**src/design/tlap_pkg.sv**
```systemverilog
`timescale 1ns / 1ps
`default_nettype none
// ----------------------------------------------------------------------------
// tlap_pkg
// Shared types, constants and helpers for the two-link arm position core.
// ----------------------------------------------------------------------------
package tlap_pkg;

  localparam int AngleBits   = 16;
  localparam int LengthBits  = 16;
  localparam int TrigBits    = 16;
  localparam int PosBits     = 18;
  localparam int DegBits     = 16;
  localparam int BiasOutBits = 16;
  localparam int CfgAddrBits = 4;
  localparam int CfgDataBits = 32;
  localparam int QueueDepth  = 2;
  localparam int QueuePtrBits = 1;
  localparam int QueueCntBits = 2;

  // 360 degrees in 1/128 degree units
  localparam logic [31:0] Deg128PerTurn = 32'd46080;
  // pi in Q29
  localparam logic [31:0] PiQ29 = 32'd1686629713;
  localparam logic [31:0] OneQ30 = 32'd1 << 30;

  // ceil(2^k / d) with k = 31 + ceil(log2 d): exact floor division for values below 2^31
  localparam logic [31:0] RecipDiv72 = 32'(((64'd1 << 38) + 64'd71) / 64'd72);
  localparam logic [31:0] RecipDiv42 = 32'(((64'd1 << 37) + 64'd41) / 64'd42);
  localparam logic [31:0] RecipDiv20 = 32'(((64'd1 << 36) + 64'd19) / 64'd20);
  localparam logic [31:0] RecipDiv6  = 32'(((64'd1 << 34) + 64'd5) / 64'd6);
  localparam logic [31:0] RecipDiv90 = 32'(((64'd1 << 38) + 64'd89) / 64'd90);
  localparam logic [31:0] RecipDiv56 = 32'(((64'd1 << 37) + 64'd55) / 64'd56);
  localparam logic [31:0] RecipDiv30 = 32'(((64'd1 << 36) + 64'd29) / 64'd30);
  localparam logic [31:0] RecipDiv12 = 32'(((64'd1 << 35) + 64'd11) / 64'd12);

  typedef enum logic [1:0] {
    CMD_POS   = 2'd0,
    CMD_LOAD  = 2'd1,
    CMD_CLEAR = 2'd2,
    CMD_NOP   = 2'd3
  } cmd_t;

  typedef enum logic [1:0] {
    ST_OK        = 2'd0,
    ST_NOT_EN    = 2'd1,
    ST_READ_FAIL = 2'd2
  } status_t;

  typedef enum logic [1:0] {
    REG_ENABLED = 2'd0,
    REG_LEN1    = 2'd1,
    REG_LEN2    = 2'd2
  } reg_idx_t;

  typedef enum logic [1:0] {
    BK_IDLE,
    BK_TRIG,
    BK_POS,
    BK_EMIT
  } back_state_t;

  // one step of the shared multiplier per cycle while evaluating sine and cosine
  typedef enum logic [4:0] {
    TS_ANGLE, TS_SQUARE,
    TS_S1_MUL, TS_S1_DIV, TS_S2_MUL, TS_S2_DIV, TS_S3_MUL, TS_S3_DIV,
    TS_S4_MUL, TS_S4_DIV, TS_S_FINAL,
    TS_C1_MUL, TS_C1_DIV, TS_C2_MUL, TS_C2_DIV, TS_C3_MUL, TS_C3_DIV,
    TS_C4_MUL, TS_C4_DIV, TS_C5_MUL, TS_C_DONE,
    TS_QUANT
  } trig_step_t;

  typedef enum logic [2:0] {
    PS_X1, PS_X2, PS_Y1, PS_Y2, PS_Y_DONE
  } pos_step_t;

  typedef struct packed {
    status_t                status;
    logic                   compute;
    logic [AngleBits-1:0]   t1;
    logic [AngleBits-1:0]   t12;
    logic [DegBits-1:0]     deg;
    logic [BiasOutBits-1:0] bias1;
    logic [BiasOutBits-1:0] bias2;
  } job_t;

  // round half up to Q1.(TrigBits-1) and saturate
  function automatic logic [TrigBits-2:0] trig_round(input logic [30:0] mag);
    logic [31:0] rsum;
    logic [31:0] q;
    rsum = {1'b0, mag} + (32'd1 << (30 - TrigBits));
    q = rsum >> (31 - TrigBits);
    if (q > ((32'd1 << (TrigBits - 1)) - 32'd1)) begin
      trig_round = '1;
    end else begin
      trig_round = q[TrigBits-2:0];
    end
  endfunction

  function automatic logic signed [TrigBits-1:0] trig_sign(
    input logic [TrigBits-2:0] r, input logic neg);
    logic signed [TrigBits-1:0] v;
    v = $signed({1'b0, r});
    trig_sign = neg ? -v : v;
  endfunction

endpackage
`default_nettype wire

```
**src/design/tlap_queue.sv**
```systemverilog
`timescale 1ns / 1ps
`default_nettype none
// ----------------------------------------------------------------------------
// tlap_queue
// Short job queue between the command front end and the compute back end.
// ----------------------------------------------------------------------------
module tlap_queue (
  input  logic          clk,
  input  logic          rst,
  input  logic          push,
  input  tlap_pkg::job_t din,
  input  logic          pop,
  output tlap_pkg::job_t dout,
  output logic          full,
  output logic          avail
);
  import tlap_pkg::*;

  job_t                    mem [QueueDepth];
  logic [QueuePtrBits-1:0] wr_ptr;
  logic [QueuePtrBits-1:0] rd_ptr;
  logic [QueueCntBits-1:0] count;

  assign full  = (count == QueueCntBits'(QueueDepth));
  assign avail = (count != '0);
  assign dout  = mem[rd_ptr];

  always_ff @(posedge clk) begin
    if (push) begin
      mem[wr_ptr] <= din;
    end
  end

  always_ff @(posedge clk) begin
    if (rst) begin
      wr_ptr <= '0;
      rd_ptr <= '0;
      count  <= '0;
    end else begin
      if (push) begin
        wr_ptr <= wr_ptr + 1'b1;
      end
      if (pop) begin
        rd_ptr <= rd_ptr + 1'b1;
      end
      case ({push, pop})
        2'b10:   count <= count + 1'b1;
        2'b01:   count <= count - 1'b1;
        default: count <= count;
      endcase
    end
  end

endmodule
`default_nettype wire

```
**src/design/tlap_front.sv**
```systemverilog
`timescale 1ns / 1ps
`default_nettype none
// ----------------------------------------------------------------------------
// tlap_front
// Accepts commands, checks enable and encoder status, keeps the joint biases
// and hands a classified job to the queue.
// ----------------------------------------------------------------------------
module tlap_front (
  input  logic                           clk,
  input  logic                           rst,
  input  logic                           enabled,
  input  logic                           in_valid,
  output logic                           in_ready,
  input  logic [1:0]                     cmd,
  input  logic [tlap_pkg::AngleBits-1:0] angle_first,
  input  logic [tlap_pkg::AngleBits-1:0] angle_second,
  input  logic                           read_failed,
  input  logic                           q_full,
  output logic                           push,
  output tlap_pkg::job_t                 job
);
  import tlap_pkg::*;

  logic [AngleBits-1:0] bias_first;
  logic [AngleBits-1:0] bias_second;
  logic [AngleBits-1:0] bias_first_next;
  logic [AngleBits-1:0] bias_second_next;
  logic [AngleBits-1:0] t1;
  logic [AngleBits-1:0] t2;
  logic [31:0]          deg_prod;
  logic                 compute;
  status_t              st;
  logic [DegBits-1:0]   deg_val;
  cmd_t                 cmd_dec;

  assign in_ready = !q_full;
  assign push     = in_valid && in_ready;
  assign cmd_dec  = cmd_t'(cmd);

  assign t1 = angle_first - bias_first;
  assign t2 = angle_second - bias_second;
  assign deg_prod = 32'(angle_second) * Deg128PerTurn + (32'd1 << (AngleBits - 1));

  always_comb begin
    bias_first_next  = bias_first;
    bias_second_next = bias_second;
    st               = ST_OK;
    compute          = 1'b0;
    deg_val          = '0;
    if (!enabled) begin
      st = ST_NOT_EN;
    end else if (read_failed && (cmd_dec == CMD_POS || cmd_dec == CMD_LOAD)) begin
      st = ST_READ_FAIL;
    end else begin
      unique case (cmd_dec)
        CMD_POS: begin
          compute = 1'b1;
        end
        CMD_LOAD: begin
          bias_first_next  = angle_first;
          bias_second_next = angle_second;
          deg_val          = deg_prod[AngleBits +: DegBits];
        end
        CMD_CLEAR: begin
          bias_first_next  = '0;
          bias_second_next = '0;
        end
        CMD_NOP: begin
          compute = 1'b0;
        end
      endcase
    end
  end

  always_comb begin
    job.status  = st;
    job.compute = compute;
    job.t1      = t1;
    job.t12     = t1 + t2;
    job.deg     = deg_val;
    job.bias1   = BiasOutBits'(bias_first_next);
    job.bias2   = BiasOutBits'(bias_second_next);
  end

  always_ff @(posedge clk) begin
    if (rst) begin
      bias_first  <= '0;
      bias_second <= '0;
    end else if (push) begin
      bias_first  <= bias_first_next;
      bias_second <= bias_second_next;
    end
  end

endmodule
`default_nettype wire

```
**src/design/tlap_back.sv**
```systemverilog
`timescale 1ns / 1ps
`default_nettype none
// ----------------------------------------------------------------------------
// tlap_back
// Runs a job; for a position job, sine and cosine by series on one shared
// multiplier, then the two link projections. Output register holds result.
// ----------------------------------------------------------------------------
module tlap_back (
  input  logic                            clk,
  input  logic                            rst,
  input  tlap_pkg::job_t                  job,
  input  logic                            job_avail,
  output logic                            job_pop,
  input  logic [tlap_pkg::LengthBits-1:0] len_first,
  input  logic [tlap_pkg::LengthBits-1:0] len_second,
  output logic                            out_valid,
  input  logic                            out_ready,
  output logic [1:0]                      status,
  output logic signed [tlap_pkg::PosBits-1:0] pos_x,
  output logic signed [tlap_pkg::PosBits-1:0] pos_y,
  output logic [tlap_pkg::DegBits-1:0]    bias_degrees,
  output logic [tlap_pkg::BiasOutBits-1:0] bias_first_now,
  output logic [tlap_pkg::BiasOutBits-1:0] bias_second_now
);
  import tlap_pkg::*;

  localparam int ProdBits = LengthBits + 1 + TrigBits;
  localparam int SumBits  = ProdBits + 1;
  localparam int RndBits  = SumBits + 1;

  back_state_t state;
  back_state_t state_next;
  trig_step_t  ts;
  pos_step_t   ps;
  logic        phase;
  job_t        cur;
  logic        load_out;

  logic [63:0] p;
  logic [29:0] x;
  logic [29:0] x2;
  logic [30:0] s_mag;
  logic [30:0] c_mag;
  logic signed [TrigBits-1:0] sin1, cos1, sin12, cos12;
  logic signed [ProdBits-1:0] pm;
  logic signed [ProdBits-1:0] acc;
  logic signed [PosBits-1:0]  res_x, res_y;

  logic [AngleBits-1:0] ang;
  logic [2:0]           oct;
  logic [28:0]          f29;
  logic [29:0]          f_fold;
  logic [63:0]          rnd;
  logic [29:0]          x_now;
  logic [31:0]          hi;
  logic [31:0]          qk;
  logic [31:0]          v_now;
  logic [31:0]          mul_a, mul_b;
  logic [30:0]          c_now;
  logic [TrigBits-2:0]  qs, qc;
  logic                 swap, sn_neg, cs_neg;
  logic signed [TrigBits-1:0] sin_v, cos_v;
  logic signed [LengthBits:0] pl;
  logic signed [TrigBits-1:0] pt;
  logic signed [SumBits-1:0]  psum;
  logic signed [PosBits-1:0]  pround;

  function automatic logic signed [PosBits-1:0] len_round(
    input logic signed [SumBits-1:0] v);
    logic signed [RndBits-1:0] q;
    logic signed [RndBits-1:0] r;
    logic signed [RndBits-1:0] lim;
    lim = RndBits'((1 << (PosBits - 1)) - 1);
    q = RndBits'(v) + (RndBits'(1) <<< (TrigBits - 2));
    r = q >>> (TrigBits - 1);
    if (r > lim) begin
      r = lim;
    end else if (r < -lim) begin
      r = -lim;
    end
    len_round = r[PosBits-1:0];
  endfunction

  // angle folding into one octant
  assign ang    = phase ? cur.t12 : cur.t1;
  assign oct    = ang[AngleBits-1 -: 3];
  assign f29    = {ang[AngleBits-4:0], {(32 - AngleBits){1'b0}}};
  assign f_fold = oct[0] ? ((30'd1 << 29) - {1'b0, f29}) : {1'b0, f29};

  assign rnd   = p + (64'd1 << 29);
  assign x_now = rnd[59:30];
  assign hi    = p[61:30];
  assign v_now = OneQ30 - qk;
  assign c_now = 31'(OneQ30) - 31'(hi >> 1);

  always_comb begin
    case (ts)
      TS_S2_MUL, TS_C2_MUL: qk = 32'(p >> 38);
      TS_S3_MUL, TS_C3_MUL: qk = 32'(p >> 37);
      TS_S4_MUL, TS_C4_MUL: qk = 32'(p >> 36);
      TS_C5_MUL:            qk = 32'(p >> 35);
      TS_S_FINAL:           qk = 32'(p >> 34);
      default:              qk = '0;
    endcase
  end

  always_comb begin
    mul_a = '0;
    mul_b = '0;
    case (ts)
      TS_ANGLE:  begin mul_a = 32'(f_fold); mul_b = PiQ29;         end
      TS_SQUARE: begin mul_a = 32'(x_now);  mul_b = 32'(x_now);    end
      TS_S1_MUL, TS_C1_MUL: begin
        mul_a = hi;
        mul_b = OneQ30;
      end
      TS_S1_DIV: begin mul_a = hi; mul_b = RecipDiv72; end
      TS_S2_DIV: begin mul_a = hi; mul_b = RecipDiv42; end
      TS_S3_DIV: begin mul_a = hi; mul_b = RecipDiv20; end
      TS_S4_DIV: begin mul_a = hi; mul_b = RecipDiv6;  end
      TS_C1_DIV: begin mul_a = hi; mul_b = RecipDiv90; end
      TS_C2_DIV: begin mul_a = hi; mul_b = RecipDiv56; end
      TS_C3_DIV: begin mul_a = hi; mul_b = RecipDiv30; end
      TS_C4_DIV: begin mul_a = hi; mul_b = RecipDiv12; end
      TS_S2_MUL, TS_S3_MUL, TS_S4_MUL,
      TS_C2_MUL, TS_C3_MUL, TS_C4_MUL, TS_C5_MUL: begin
        mul_a = 32'(x2);
        mul_b = v_now;
      end
      TS_S_FINAL: begin mul_a = 32'(x); mul_b = v_now; end
      default: begin mul_a = '0; mul_b = '0; end
    endcase
    // first cosine Horner step reads x squared from the x2 register, not the product
    if (ts == TS_C1_MUL) begin
      mul_a = 32'(x2);
    end
  end

  // octant mapping of sine and cosine
  assign qs     = trig_round(s_mag);
  assign qc     = trig_round(c_mag);
  assign swap   = oct[0] ^ oct[1];
  assign sn_neg = oct[2];
  assign cs_neg = oct[1] ^ oct[2];
  assign sin_v  = trig_sign(swap ? qc : qs, sn_neg);
  assign cos_v  = trig_sign(swap ? qs : qc, cs_neg);

  always_comb begin
    case (ps)
      PS_X1:   begin pl = $signed({1'b0, len_first});  pt = cos1;  end
      PS_X2:   begin pl = $signed({1'b0, len_second}); pt = cos12; end
      PS_Y1:   begin pl = $signed({1'b0, len_first});  pt = sin1;  end
      PS_Y2:   begin pl = $signed({1'b0, len_second}); pt = sin12; end
      default: begin pl = '0; pt = '0; end
    endcase
  end

  assign psum   = SumBits'(acc) + SumBits'(pm);
  assign pround = len_round(psum);

  // next state
  always_comb begin
    state_next = state;
    unique case (state)
      BK_IDLE: if (job_avail) begin
        state_next = job.compute ? BK_TRIG : BK_EMIT;
      end
      BK_TRIG: if (ts == TS_QUANT && phase) begin
        state_next = BK_POS;
      end
      BK_POS: if (ps == PS_Y_DONE) begin
        state_next = BK_EMIT;
      end
      BK_EMIT: if (!out_valid || out_ready) begin
        state_next = BK_IDLE;
      end
    endcase
  end

  // state outputs
  always_comb begin
    job_pop  = 1'b0;
    load_out = 1'b0;
    unique case (state)
      BK_IDLE: job_pop  = job_avail;
      BK_TRIG: job_pop  = 1'b0;
      BK_POS:  job_pop  = 1'b0;
      BK_EMIT: load_out = !out_valid || out_ready;
    endcase
  end

  always_ff @(posedge clk) begin
    if (rst) begin
      state     <= BK_IDLE;
      out_valid <= 1'b0;
    end else begin
      state <= state_next;
      if (load_out) begin
        out_valid <= 1'b1;
      end else if (out_ready) begin
        out_valid <= 1'b0;
      end
    end
  end

  // datapath
  always_ff @(posedge clk) begin
    p <= mul_a * mul_b;
    if (job_pop) begin
      cur   <= job;
      ts    <= TS_ANGLE;
      ps    <= PS_X1;
      phase <= 1'b0;
      res_x <= '0;
      res_y <= '0;
    end
    if (state == BK_TRIG) begin
      ts <= (ts == TS_QUANT) ? TS_ANGLE : trig_step_t'(ts + 5'd1);
      case (ts)
        TS_SQUARE:  x     <= x_now;
        TS_S1_MUL:  x2    <= hi[29:0];
        TS_C1_MUL:  s_mag <= hi[30:0];
        TS_C_DONE:  c_mag <= c_now;
        TS_QUANT: begin
          phase <= 1'b1;
          if (phase) begin
            sin12 <= sin_v;
            cos12 <= cos_v;
          end else begin
            sin1 <= sin_v;
            cos1 <= cos_v;
          end
        end
        default: ;
      endcase
    end
    if (state == BK_POS) begin
      ps <= pos_step_t'(ps + 3'd1);
      pm <= pl * pt;
      case (ps)
        PS_X2:     acc   <= pm;
        PS_Y1:     res_x <= pround;
        PS_Y2:     acc   <= pm;
        PS_Y_DONE: res_y <= pround;
        default: ;
      endcase
    end
    if (load_out) begin
      status          <= cur.status;
      pos_x           <= res_x;
      pos_y           <= res_y;
      bias_degrees    <= cur.deg;
      bias_first_now  <= cur.bias1;
      bias_second_now <= cur.bias2;
    end
  end

endmodule
`default_nettype wire

```
**src/design/two_link_arm_position_core.sv**
```systemverilog
`timescale 1ns / 1ps
`default_nettype none
// ----------------------------------------------------------------------------
// two_link_arm_position_core
// Forward kinematics of a two-link planar arm with joint bias calibration.
// ----------------------------------------------------------------------------
//  channel  | handshake                   | payload
//  ---------+-----------------------------+------------------------------------
//  config   | psel/penable/pwrite, pready | paddr, pwdata, prdata
//  command  | in_valid / in_ready         | cmd, angle_first, angle_second,
//           |                             | read_failed
//  result   | out_valid / out_ready       | status, pos_x, pos_y, bias_degrees,
//           |                             | bias_first_now, bias_second_now
//
// A position command runs through the back end in order: fetch of the job,
// the sine and cosine series for each angle on the shared 32x32 multiplier,
// the link sums, and a load of the output register. Other commands go from
// the fetch straight to the output load. A two-entry job queue lets commands
// be taken while the back end is busy or the result waits. Reset clears the
// biases, disables the block and sets both link lengths to 1.
module two_link_arm_position_core (
  input  logic                             clk,
  input  logic                             rst,
  input  logic                             psel,
  input  logic                             penable,
  input  logic                             pwrite,
  input  logic [tlap_pkg::CfgAddrBits-1:0] paddr,
  input  logic [tlap_pkg::CfgDataBits-1:0] pwdata,
  output logic [tlap_pkg::CfgDataBits-1:0] prdata,
  output logic                             pready,
  input  logic                             in_valid,
  output logic                             in_ready,
  input  logic [1:0]                       cmd,
  input  logic [tlap_pkg::AngleBits-1:0]   angle_first,
  input  logic [tlap_pkg::AngleBits-1:0]   angle_second,
  input  logic                             read_failed,
  output logic                             out_valid,
  input  logic                             out_ready,
  output logic [1:0]                       status,
  output logic signed [tlap_pkg::PosBits-1:0] pos_x,
  output logic signed [tlap_pkg::PosBits-1:0] pos_y,
  output logic [tlap_pkg::DegBits-1:0]     bias_degrees,
  output logic [tlap_pkg::BiasOutBits-1:0] bias_first_now,
  output logic [tlap_pkg::BiasOutBits-1:0] bias_second_now
);
  import tlap_pkg::*;

  logic                  enabled;
  logic [LengthBits-1:0] len_first;
  logic [LengthBits-1:0] len_second;
  logic [LengthBits-1:0] wr_len;
  logic                  cfg_wr;
  reg_idx_t              cfg_idx;

  logic q_full;
  logic q_avail;
  logic push;
  logic pop;
  job_t job_in;
  job_t job_out;

  assign pready  = 1'b1;
  assign cfg_wr  = psel && penable && pwrite && pready;
  assign cfg_idx = reg_idx_t'(paddr[3:2]);
  assign wr_len  = pwdata[LengthBits-1:0];

  always_ff @(posedge clk) begin
    if (rst) begin
      enabled    <= 1'b0;
      len_first  <= LengthBits'(1);
      len_second <= LengthBits'(1);
    end else if (cfg_wr) begin
      // drop zero lengths
      unique case (cfg_idx)
        REG_ENABLED: enabled <= pwdata[0];
        REG_LEN1:    if (wr_len != '0) len_first <= wr_len;
        REG_LEN2:    if (wr_len != '0) len_second <= wr_len;
        default: ;
      endcase
    end
  end

  always_comb begin
    unique case (cfg_idx)
      REG_ENABLED: prdata = CfgDataBits'(enabled);
      REG_LEN1:    prdata = CfgDataBits'(len_first);
      REG_LEN2:    prdata = CfgDataBits'(len_second);
      default:     prdata = '0;
    endcase
  end

  tlap_front u_front (
    .clk          (clk),
    .rst          (rst),
    .enabled      (enabled),
    .in_valid     (in_valid),
    .in_ready     (in_ready),
    .cmd          (cmd),
    .angle_first  (angle_first),
    .angle_second (angle_second),
    .read_failed  (read_failed),
    .q_full       (q_full),
    .push         (push),
    .job          (job_in)
  );

  tlap_queue u_queue (
    .clk   (clk),
    .rst   (rst),
    .push  (push),
    .din   (job_in),
    .pop   (pop),
    .dout  (job_out),
    .full  (q_full),
    .avail (q_avail)
  );

  tlap_back u_back (
    .clk             (clk),
    .rst             (rst),
    .job             (job_out),
    .job_avail       (q_avail),
    .job_pop         (pop),
    .len_first       (len_first),
    .len_second      (len_second),
    .out_valid       (out_valid),
    .out_ready       (out_ready),
    .status          (status),
    .pos_x           (pos_x),
    .pos_y           (pos_y),
    .bias_degrees    (bias_degrees),
    .bias_first_now  (bias_first_now),
    .bias_second_now (bias_second_now)
  );

  // a failed or rejected command carries no position
  a_err_no_pos: assert property (@(posedge clk) disable iff (rst)
    out_valid && status != ST_OK |-> pos_x == '0 && pos_y == '0)
    else $error("position on failed transfer");

  a_err_no_deg: assert property (@(posedge clk) disable iff (rst)
    out_valid && status != ST_OK |-> bias_degrees == '0)
    else $error("degrees on failed transfer");

  a_load_no_pos: assert property (@(posedge clk) disable iff (rst)
    out_valid && bias_degrees != '0 |-> pos_x == '0 && pos_y == '0)
    else $error("position on bias load");

endmodule
`default_nettype wire

```
**config.mk**
```make
export PLATFORM = sky130hd
export DESIGN_NAME = two_link_arm_position_core
export DESIGN_NICKNAME = d
export VERILOG_FILES = /design/src/design/tlap_pkg.sv /design/src/design/tlap_queue.sv /design/src/design/tlap_front.sv /design/src/design/tlap_back.sv /design/src/design/two_link_arm_position_core.sv
export SDC_FILE = /design/constraint.sdc
export NUM_CORES = 2
export LEC_CHECK = 0
export CAP_MARGIN = 20
export CORE_MARGIN = 2
export CORE_UTILIZATION = 45
export DETAILED_ROUTE_END_ITERATION = 6
export DONT_BUFFER_PORTS = 1
export GPL_ROUTABILITY_DRIVEN = 0
export GPL_TIMING_DRIVEN = 0
export PLACE_DENSITY = 0.68
export SLEW_MARGIN = 40
export SYNTH_ARGS = -nofsm -noshare
export SYNTH_HDL_FRONTEND = slang
export SYNTH_SLANG_ARGS = --single-unit
export TNS_END_PERCENT = 100
```
**constraint.sdc**
```tcl
create_clock -name clk -period 11.2 [get_ports clk]
set_clock_uncertainty 0.2 [all_clocks]
set_input_delay 2.24 -clock clk [delete_from_list [all_inputs] [get_ports clk]]
set_output_delay 2.24 -clock clk [all_outputs]
set_load 0.005 [all_outputs]
```
; ---- After elaboration in Yosys (flattened, before gate mapping)
; Memory sizes are Yosys's and may differ from the RTL's. A register that Yosys moved wholly into a read port is not among the register bits.
; Index checks and enable logic that the tools add are counted.
[word_totals]
mem_bits_rw = 166
mem_count = 1
output_inout_bits = 121
input_bits = 78
reg_bits = 601
wordCells = 209
[mem_list]
columns = memory, depth, word_bits, read_ports, rd_clocked_by_memory_dff, write_ports, line_no
row1 = u_queue.mem, 2, 83, 1, 1, 1, tlap_queue.sv:19  ; job_t mem [QueueDepth];
[classes]
mux = 60
order_cmp = 4
mul = 3
bitwise_logic = 3
n_eq_ne = 39
add_sub_neg = 20
n_reduce_logical = 41
[op_table]
columns = op, n
row1 = one-hot mux 32 bit (11 select lines), 1
row2 = 2-to-1 mux 16 bit, 10
row3 = one-hot mux 32 bit (5 select lines), 1
row4 = one-hot mux 30 bit (5 select lines), 1
row5 = 2-to-1 mux 18 bit, 8
row6 = one-hot mux 16 bit (2 select lines), 3
row7 = adder 31 x 15 -> 32 bit (second input constant), 2
row8 = multiplier 32 x 32 -> 64 bit, 1
row9 = one-hot mux 16 bit (4 select lines), 1
row10 = adder 60 x 30 -> 60 bit (second input constant), 1
row11 = 2-to-1 mux 15 bit, 4
row12 = one-hot mux 16 bit (3 select lines), 1
row13 = equality test 5 x 4 -> 1 bit (second input constant), 8
row14 = adder 34 x 16 -> 35 bit (second input constant), 1
row15 = adder 33 x 33 -> 34 bit, 1
row16 = greater-than comparator 17 x 15 -> 1 bit (second input constant), 2
row17 = multiplier 17 x 16 -> 33 bit, 1
row18 = adder 32 x 16 -> 32 bit (second input constant), 1
row19 = 2-to-1 mux 32 bit, 1
row20 = negator 15 -> 16 bit, 2
row21 = subtractor 16 bit, 2
row22 = subtractor 31 x 30 -> 32 bit (first input constant), 1
row23 = subtractor 31 bit (first input constant), 1
row24 = equality test 5 bit (second input constant), 6
row25 = other kinds (43), 109

; ---- Logic depth before layout (Yosys ltp)
[depth]
ltp_word = 7
depth_mapped = 47

; ---- Cells and area by module
; Synthesis repeated with hierarchy kept, for this count alone.
[unflattened]
cells_unflattened = 7845
hier_area_um2 = 77022.6
[by_module_without_submodules]
columns = module, n_inst, cells_each, seq_area_each_um2, area_per_inst_um2
row1 = tlap_back, 1, 6635, 13513.0, 63438.3
row2 = tlap_queue, 1, 280, 5084.9, 6189.7
row3 = tlap_front, 1, 752, 640.6, 5676.7
row4 = two_link_arm_position_core, 1, 178, 660.6, 1717.9

; ---- Least setup slack after synthesis
; Ideal clock, no wire load.
[synth_timing]
path_type = reg-to-reg
startpoint = register u_back.ts[3]
endpoint = register u_back.p[53]
t_required_ps = 10928
arrival_time_ps = 10321
setup_slack_ps = 606
stages_incl_launch_ff = 41
n_path_buf = 6
path_cell_list = edfxtp_1 -> buf_6 -> clkbuf_1 -> clkbuf_1 -> buf_1 -> and3_1 -> ha_1 -> nor2_1 -> o2111ai_1 -> or3_4 -> or4_1 -> buf_2 -> nor2_1 -> nand3_1 -> xor2_1 -> nor3_1 -> buf_2 -> nor2_1 -> [... 5 more ...] -> inv_1 -> fa_1 -> inv_1 -> fa_1 -> fa_1 -> fa_1 -> fa_1 -> ha_1 -> a21o_1 -> a21o_1 -> a21oi_1 -> nand3_1 -> a21oi_1 -> nand4_1 -> a31oi_1 -> o21bai_1 -> a221oi_1 -> xnor2_1
[synth_between]
elab_chain_len = 6
elab_cells_between_ends = 34
cone_classes = add/sub (1) / mul (1) / eq/ne (19) / mux (4) / reduce/logical (9)
[synth_rtl]
columns = element, line_no
row1 = "start, declared", tlap_back.sv:33  ; trig_step_t ts;
row2 = "start signal, assigned", tlap_back.sv:218  ; ts <= (ts == TS_QUANT) ? TS_ANGLE : trig_step_t'(ts + 5'd1);
row3 = "equality test 5 x 4 -> 1 bit, or another cell as far along", "tlap_back.sv:97, tlap_back.sv:110"
row4 = OR reduction 2 bit, tlap_back.sv:97  ; case (ts)
row5 = one-hot mux 30 bit (5 select lines), tlap_back.sv:97
row6 = subtractor 31 x 30 -> 32 bit, tlap_back.sv:93  ; assign v_now = OneQ30 - qk;
row7 = one-hot mux 32 bit (11 select lines), tlap_back.sv:110  ; case (ts)
row8 = multiplier 32 x 32 -> 64 bit (*), tlap_back.sv:208  ; p <= mul_a * mul_b;
row9 = "end signal, assigned", tlap_back.sv:208
row10 = "end, declared", tlap_back.sv:39  ; logic [63:0] p;
; Every way passes the cells marked *; elsewhere a longest branch is shown, timed or not.
; A chain may end at the register's enable or synchronous reset.

; ---- Worst setup path after layout
[layout_timing]
startpoint = register u_back.ts[0]
endpoint = register u_back.p[48]
; The elaborated chain is that of the path after synthesis.

==> key figures <==
CTS
  • TritonCTS Buffers: 75
  • Count of hold buffers inserted by post-cts repair: 0
  • Maximum buffer depth of the clock tree: 3
  • Later-pin clock latency in the skew report: 0.69 ns
  • Library cell used as clock root buffer: clkbuf_16
  • Clock slew at reported path FFs: 0.06 ns
  • TritonCTS clock tree: built
  • Clk sinks: 711
  • CTS H-Tree Depth: 3

Synth
  • Proportion of synthesized area in mux cells: 0.0200
  • Synth warnings: 0
  • Post-synth EDFFs: 566
  • Post-synthesis async set-or-reset flop share: 0
  • Fraction of the mapped netlist area in adder cells: 0.384
  • Post-synthesis sequential element count: 711
  • Cell count after synthesis: 7861
  • Sequential-to-total area share from yosys stat: 0.260
  • Top flip-flop cell by instance count after synthesis: edfxtp_1
  • Fraction of synthesized cell area in xor and xnor cells: 0.0310
  • Average instance area after synthesis: 9.75 um2
  • Post-Syn Area: 76600 um2
  • Synthesized-area fraction occupied by ao, oa, aoi and oai cells: 0.0795
  • Simple-Gate Fraction of Synth Area: 0.135
  • Main combinational cell family by area after synthesis: adder cells
  • Cell variety after synth: 88

Cells and area
  • Final cell count without fillers: 10400
  • Layout cell share with drive strength beyond 1: 0.102
  • Area growth from synthesis to final layout: 11.7%
  • Area used by multi-input combinational logic: 51400 um2
  • Area used by sequential logic in the layout: 19900 um2
  • Final nets: 9824
  • Count of filler cells inserted in the layout: roughly 15000

Critical path
  • Slack of the worst reg-to-reg path: -0.11 ns
  • Launch instance of the worst register-to-register path: u_back.ts[0]
  • Depth of the worst register-to-register path: 37
  • Crit path kind: flip-flop to flip-flop
  • Termination of the worst setup path: u_back.p[48]
  • Crit path capture type: flip-flop
  • Largest driver fanout on the critical path: 10
  • Signal arrival time at the worst endpoint: 11.68 ns
  • Critical R2R Capture: u_back.p[48]
  • Worst Path Required: 11.56 ns
  • Stage delay of the slowest cell on the critical path: ~0.6 ns
  • Slowest library cell on the worst path: fa_1
  • CP startpoint kind: flip-flop
  • Cell seen most often among critical-path stages: fa_1
  • Setup crit start: u_back.ts[0]

Timing
  • Final setup violation count: 15
  • Setup TNS Final: -0.730 ns
  • Highest clock frequency the design can meet: approximately 0.088 GHz
  • Number of pins exceeding their max-slew limit in the final report: 0
  • Max-slew headroom: 0.309
  • Post-layout minimum cycle time: approximately 11 ns
  • Worst-margin pin slew: 1.03 ns
  • Number of hold-slack violations in the final timing report: 0
  • Minimum setup slack in the final design: -0.113 ns
  • Final worst path period share: 1.01

Routing
  • Initial detailed-routing violation count: approximately 8000
  • Final routed wirelength across all metal layers: 256000 um
  • Vias post-DR: 60900
  • DRC errors left: 90
  • Detailed-route vias per instance: between 5 and 6
  • Post-route antenna net violation count: 0
  • First-pass iteration count of the detailed router: 7
  • Per-cell routed wire length: 24.7 um

Floorplanning
  • Die H: approximately 420 um
  • Total core area: approximately 170000 um2
  • Placement Rows: 151
  • Initial cell density of the core: 0.453
  • Die area: 174000 um2
  • IO Pins: 199
  • Horizontal die dimension: 417 um

Global routing
  • Pin count of the biggest net entering global routing: 45
  • Global-route wire length before repair: ~380000 um
  • Number of antenna violations at the first check in global routing: 11
  • GR Overflow Total: 0
  • Vias in the first global route: 62100
  • Total routing usage reported by global routing: 0.294

Place
  • Placement Setup Slack: -3.00 ns
  • HPWL Detailed: 201000 um
  • Number of instances in the placed design: around 10000
  • Count of input and output buffers: 0

Outcome
  • Status: finished with violations
  • Violated checks: design-rule violations, negative setup slack

Run
  • Max cap viols: 0

Worst hold path
  • Worst hold path class: flip-flop to flip-flop
routing by layer:
layer,vias up,share of wire,global-route usage
li1,25600,-,-
met2,4059,0.44,0.451
met3,1291,0.13,0.109
met1,29900,0.35,0.354
met5,-,0.0014,0.00750
met4,16,0.081,0.174
cell usage in the layout, fill, tap and decap left out, types with 18 or more instances in the layout:
| cell | netlist | layout |
|---|---|---|
| or2_2 | 25 | 24 |
| a211oi_1 | 25 | 18 |
| or3_1 | 26 | 24 |
| a21oi_1 | 196 | 178 |
| nor3_1 | 67 | 55 |
| nand2b_1 | 45 | 45 |
| a221o_1 | 33 | 31 |
| clkbuf_1 | 327 | 157 |
| a22oi_1 | 67 | 53 |
| inv_1 | 1422 | 1416 |
| and3_1 | 39 | 34 |
| clkbuf_16 | 0 | 76 |
| a22o_1 | 59 | 51 |
| edfxtp_1 | 566 | 566 |
| clkbuf_4 | 0 | 46 |
| a21o_1 | 72 | 69 |
| nor2_1 | 664 | 645 |
| ha_1 | 541 | 525 |
| clkbuf_2 | 0 | 69 |
| o211ai_1 | 27 | 27 |
| xnor2_1 | 183 | 173 |
| mux2i_1 | 54 | 49 |
| fa_1 | 1131 | 1126 |
| buf_2 | 24 | 38 |
| xor2_1 | 88 | 84 |
| dfxtp_1 | 145 | 144 |
| o21ai_0 | 174 | 160 |
| buf_6 | 5 | 28 |
| mux2_2 | 87 | 87 |
| o21a_1 | 20 | 20 |
| a31oi_1 | 37 | 31 |
| a222oi_1 | 20 | 20 |
| buf_4 | 18 | 132 |
| nand4_1 | 45 | 45 |
| nand3_1 | 148 | 146 |
| nand2_1 | 1041 | 1032 |
| clkbuf_8 | 0 | 20 |
| nor2b_1 | 46 | 45 |
| and2_1 | 106 | 100 |
synthesized netlist by cell type, drive strengths merged (54+ instances only):
library cell	number	area share
clkbuf	327	0.016
inv	1423	0.070
xnor2	183	0.021
a22oi	67	0.0066
mux2	88	0.013
a22o	59	0.0067
xor2	88	0.010
fa	1131	0.30
nor3	68	0.0045
edfxtp	566	0.22
ha	541	0.088
a21oi	196	0.013
o21ai	180	0.012
nor2	664	0.033
nand3	148	0.0097
and2	113	0.0093
dfxtp	145	0.038
mux2i	54	0.0071
nand2	1041	0.051
buf	69	0.0051
a21o	72	0.0071
through the flow:
| step | util | cell area [um2] | hold slack (ns) |
|---|---|---|---|
| 2_1_floorplan | - | 76700 | 0.200 |
| 3_3_place_gp | 0.469 | 79400 | 0.204 |
| 3_5_place_dp | 0.476 | 80500 | 0.205 |
| 4_1_cts | 0.499 | 84500 | 0.219 |
| 5_1_grt | 0.506 | 85600 | 0.222 |
| 6_report | 0.506 | 85600 | 0.219 |
state kept, by name, indices dropped and copies added (netlist names), 17 cells and up, named ones only:
signal,flops
u_back.s_mag,17
u_back.pos_y,18
u_queue.mem,166
u_back.res_x,18
u_back.pos_x,18
u_back.cur,82
u_back.pm,33
u_back.acc,33
u_back.p,35
u_back.x,30
u_back.x2,30
u_back.res_y,18
u_back.c_mag,17
worst max-delay path, delay by kind of cell (launching register included):
family | cells | cell delay, ns
buffers and inverters | 12 | 2.48
and+or+nand+nor | 5 | 1.04
AOI/OAI and AO/OA | 9 | 1.68
xor gates and xnor gates | 1 | 0.25
adders and majority gates | 10 | 4.99
DFF | 1 | 0.50
kinds of logic (layout without fill, tap and decap cells):
family	count (synthesis)	in the layout
multiplexers	142	142
buffers and inverters	1820	2081
other	2	24
AND/OR/NAND/NOR	2351	2351
flip-flops	711	711
adder cells (fa/ha/maj)	1672	1672
AO/OA/AOI/OAI	892	892
XOR/XNOR	271	271
how the worst min path moves through the flow:
stage	start	end	slack (ns)	depth (start not counted)
finish	u_back.cur[24]	u_back.bias_first_now[8]	0.22	0
global route	u_back.cur[38]	u_back.bias_degrees[6]	0.22	0
CTS	u_back.cur[24]	u_back.bias_first_now[8]	0.22	0
global placement	u_back.cur[28]	u_back.bias_first_now[12]	0.20	0
detailed placement	u_back.cur[44]	u_back.bias_degrees[12]	0.20	0
floorplan	u_back.cur[32]	u_back.bias_degrees[0]	0.20	0
cell type report:
| cell class | instances | area share |
|---|---|---|
| antenna | 7 | 0.000205 |
| buffer | 364 | 0.0247 |
| clock buffer | 95 | 0.0239 |
| clock inverter | 45 | 0.00633 |
| inverter | 1424 | 0.0626 |
| multi-input combinational | 5345 | 0.600 |
| sequential | 711 | 0.232 |
| tap | 2218 | 0.0324 |
| timing repair buffer | 153 | 0.0172 |
repair_timing:
action,in CTS,in global routing
buffers inserted,53,37
resized for setup,311,259
pin swaps,43,62
setup endpoints to repair,35,34
cloned,0,1
Power is not shown: default switching activity piles up to over one toggle a cycle in this logic, so the estimate is an artifact.
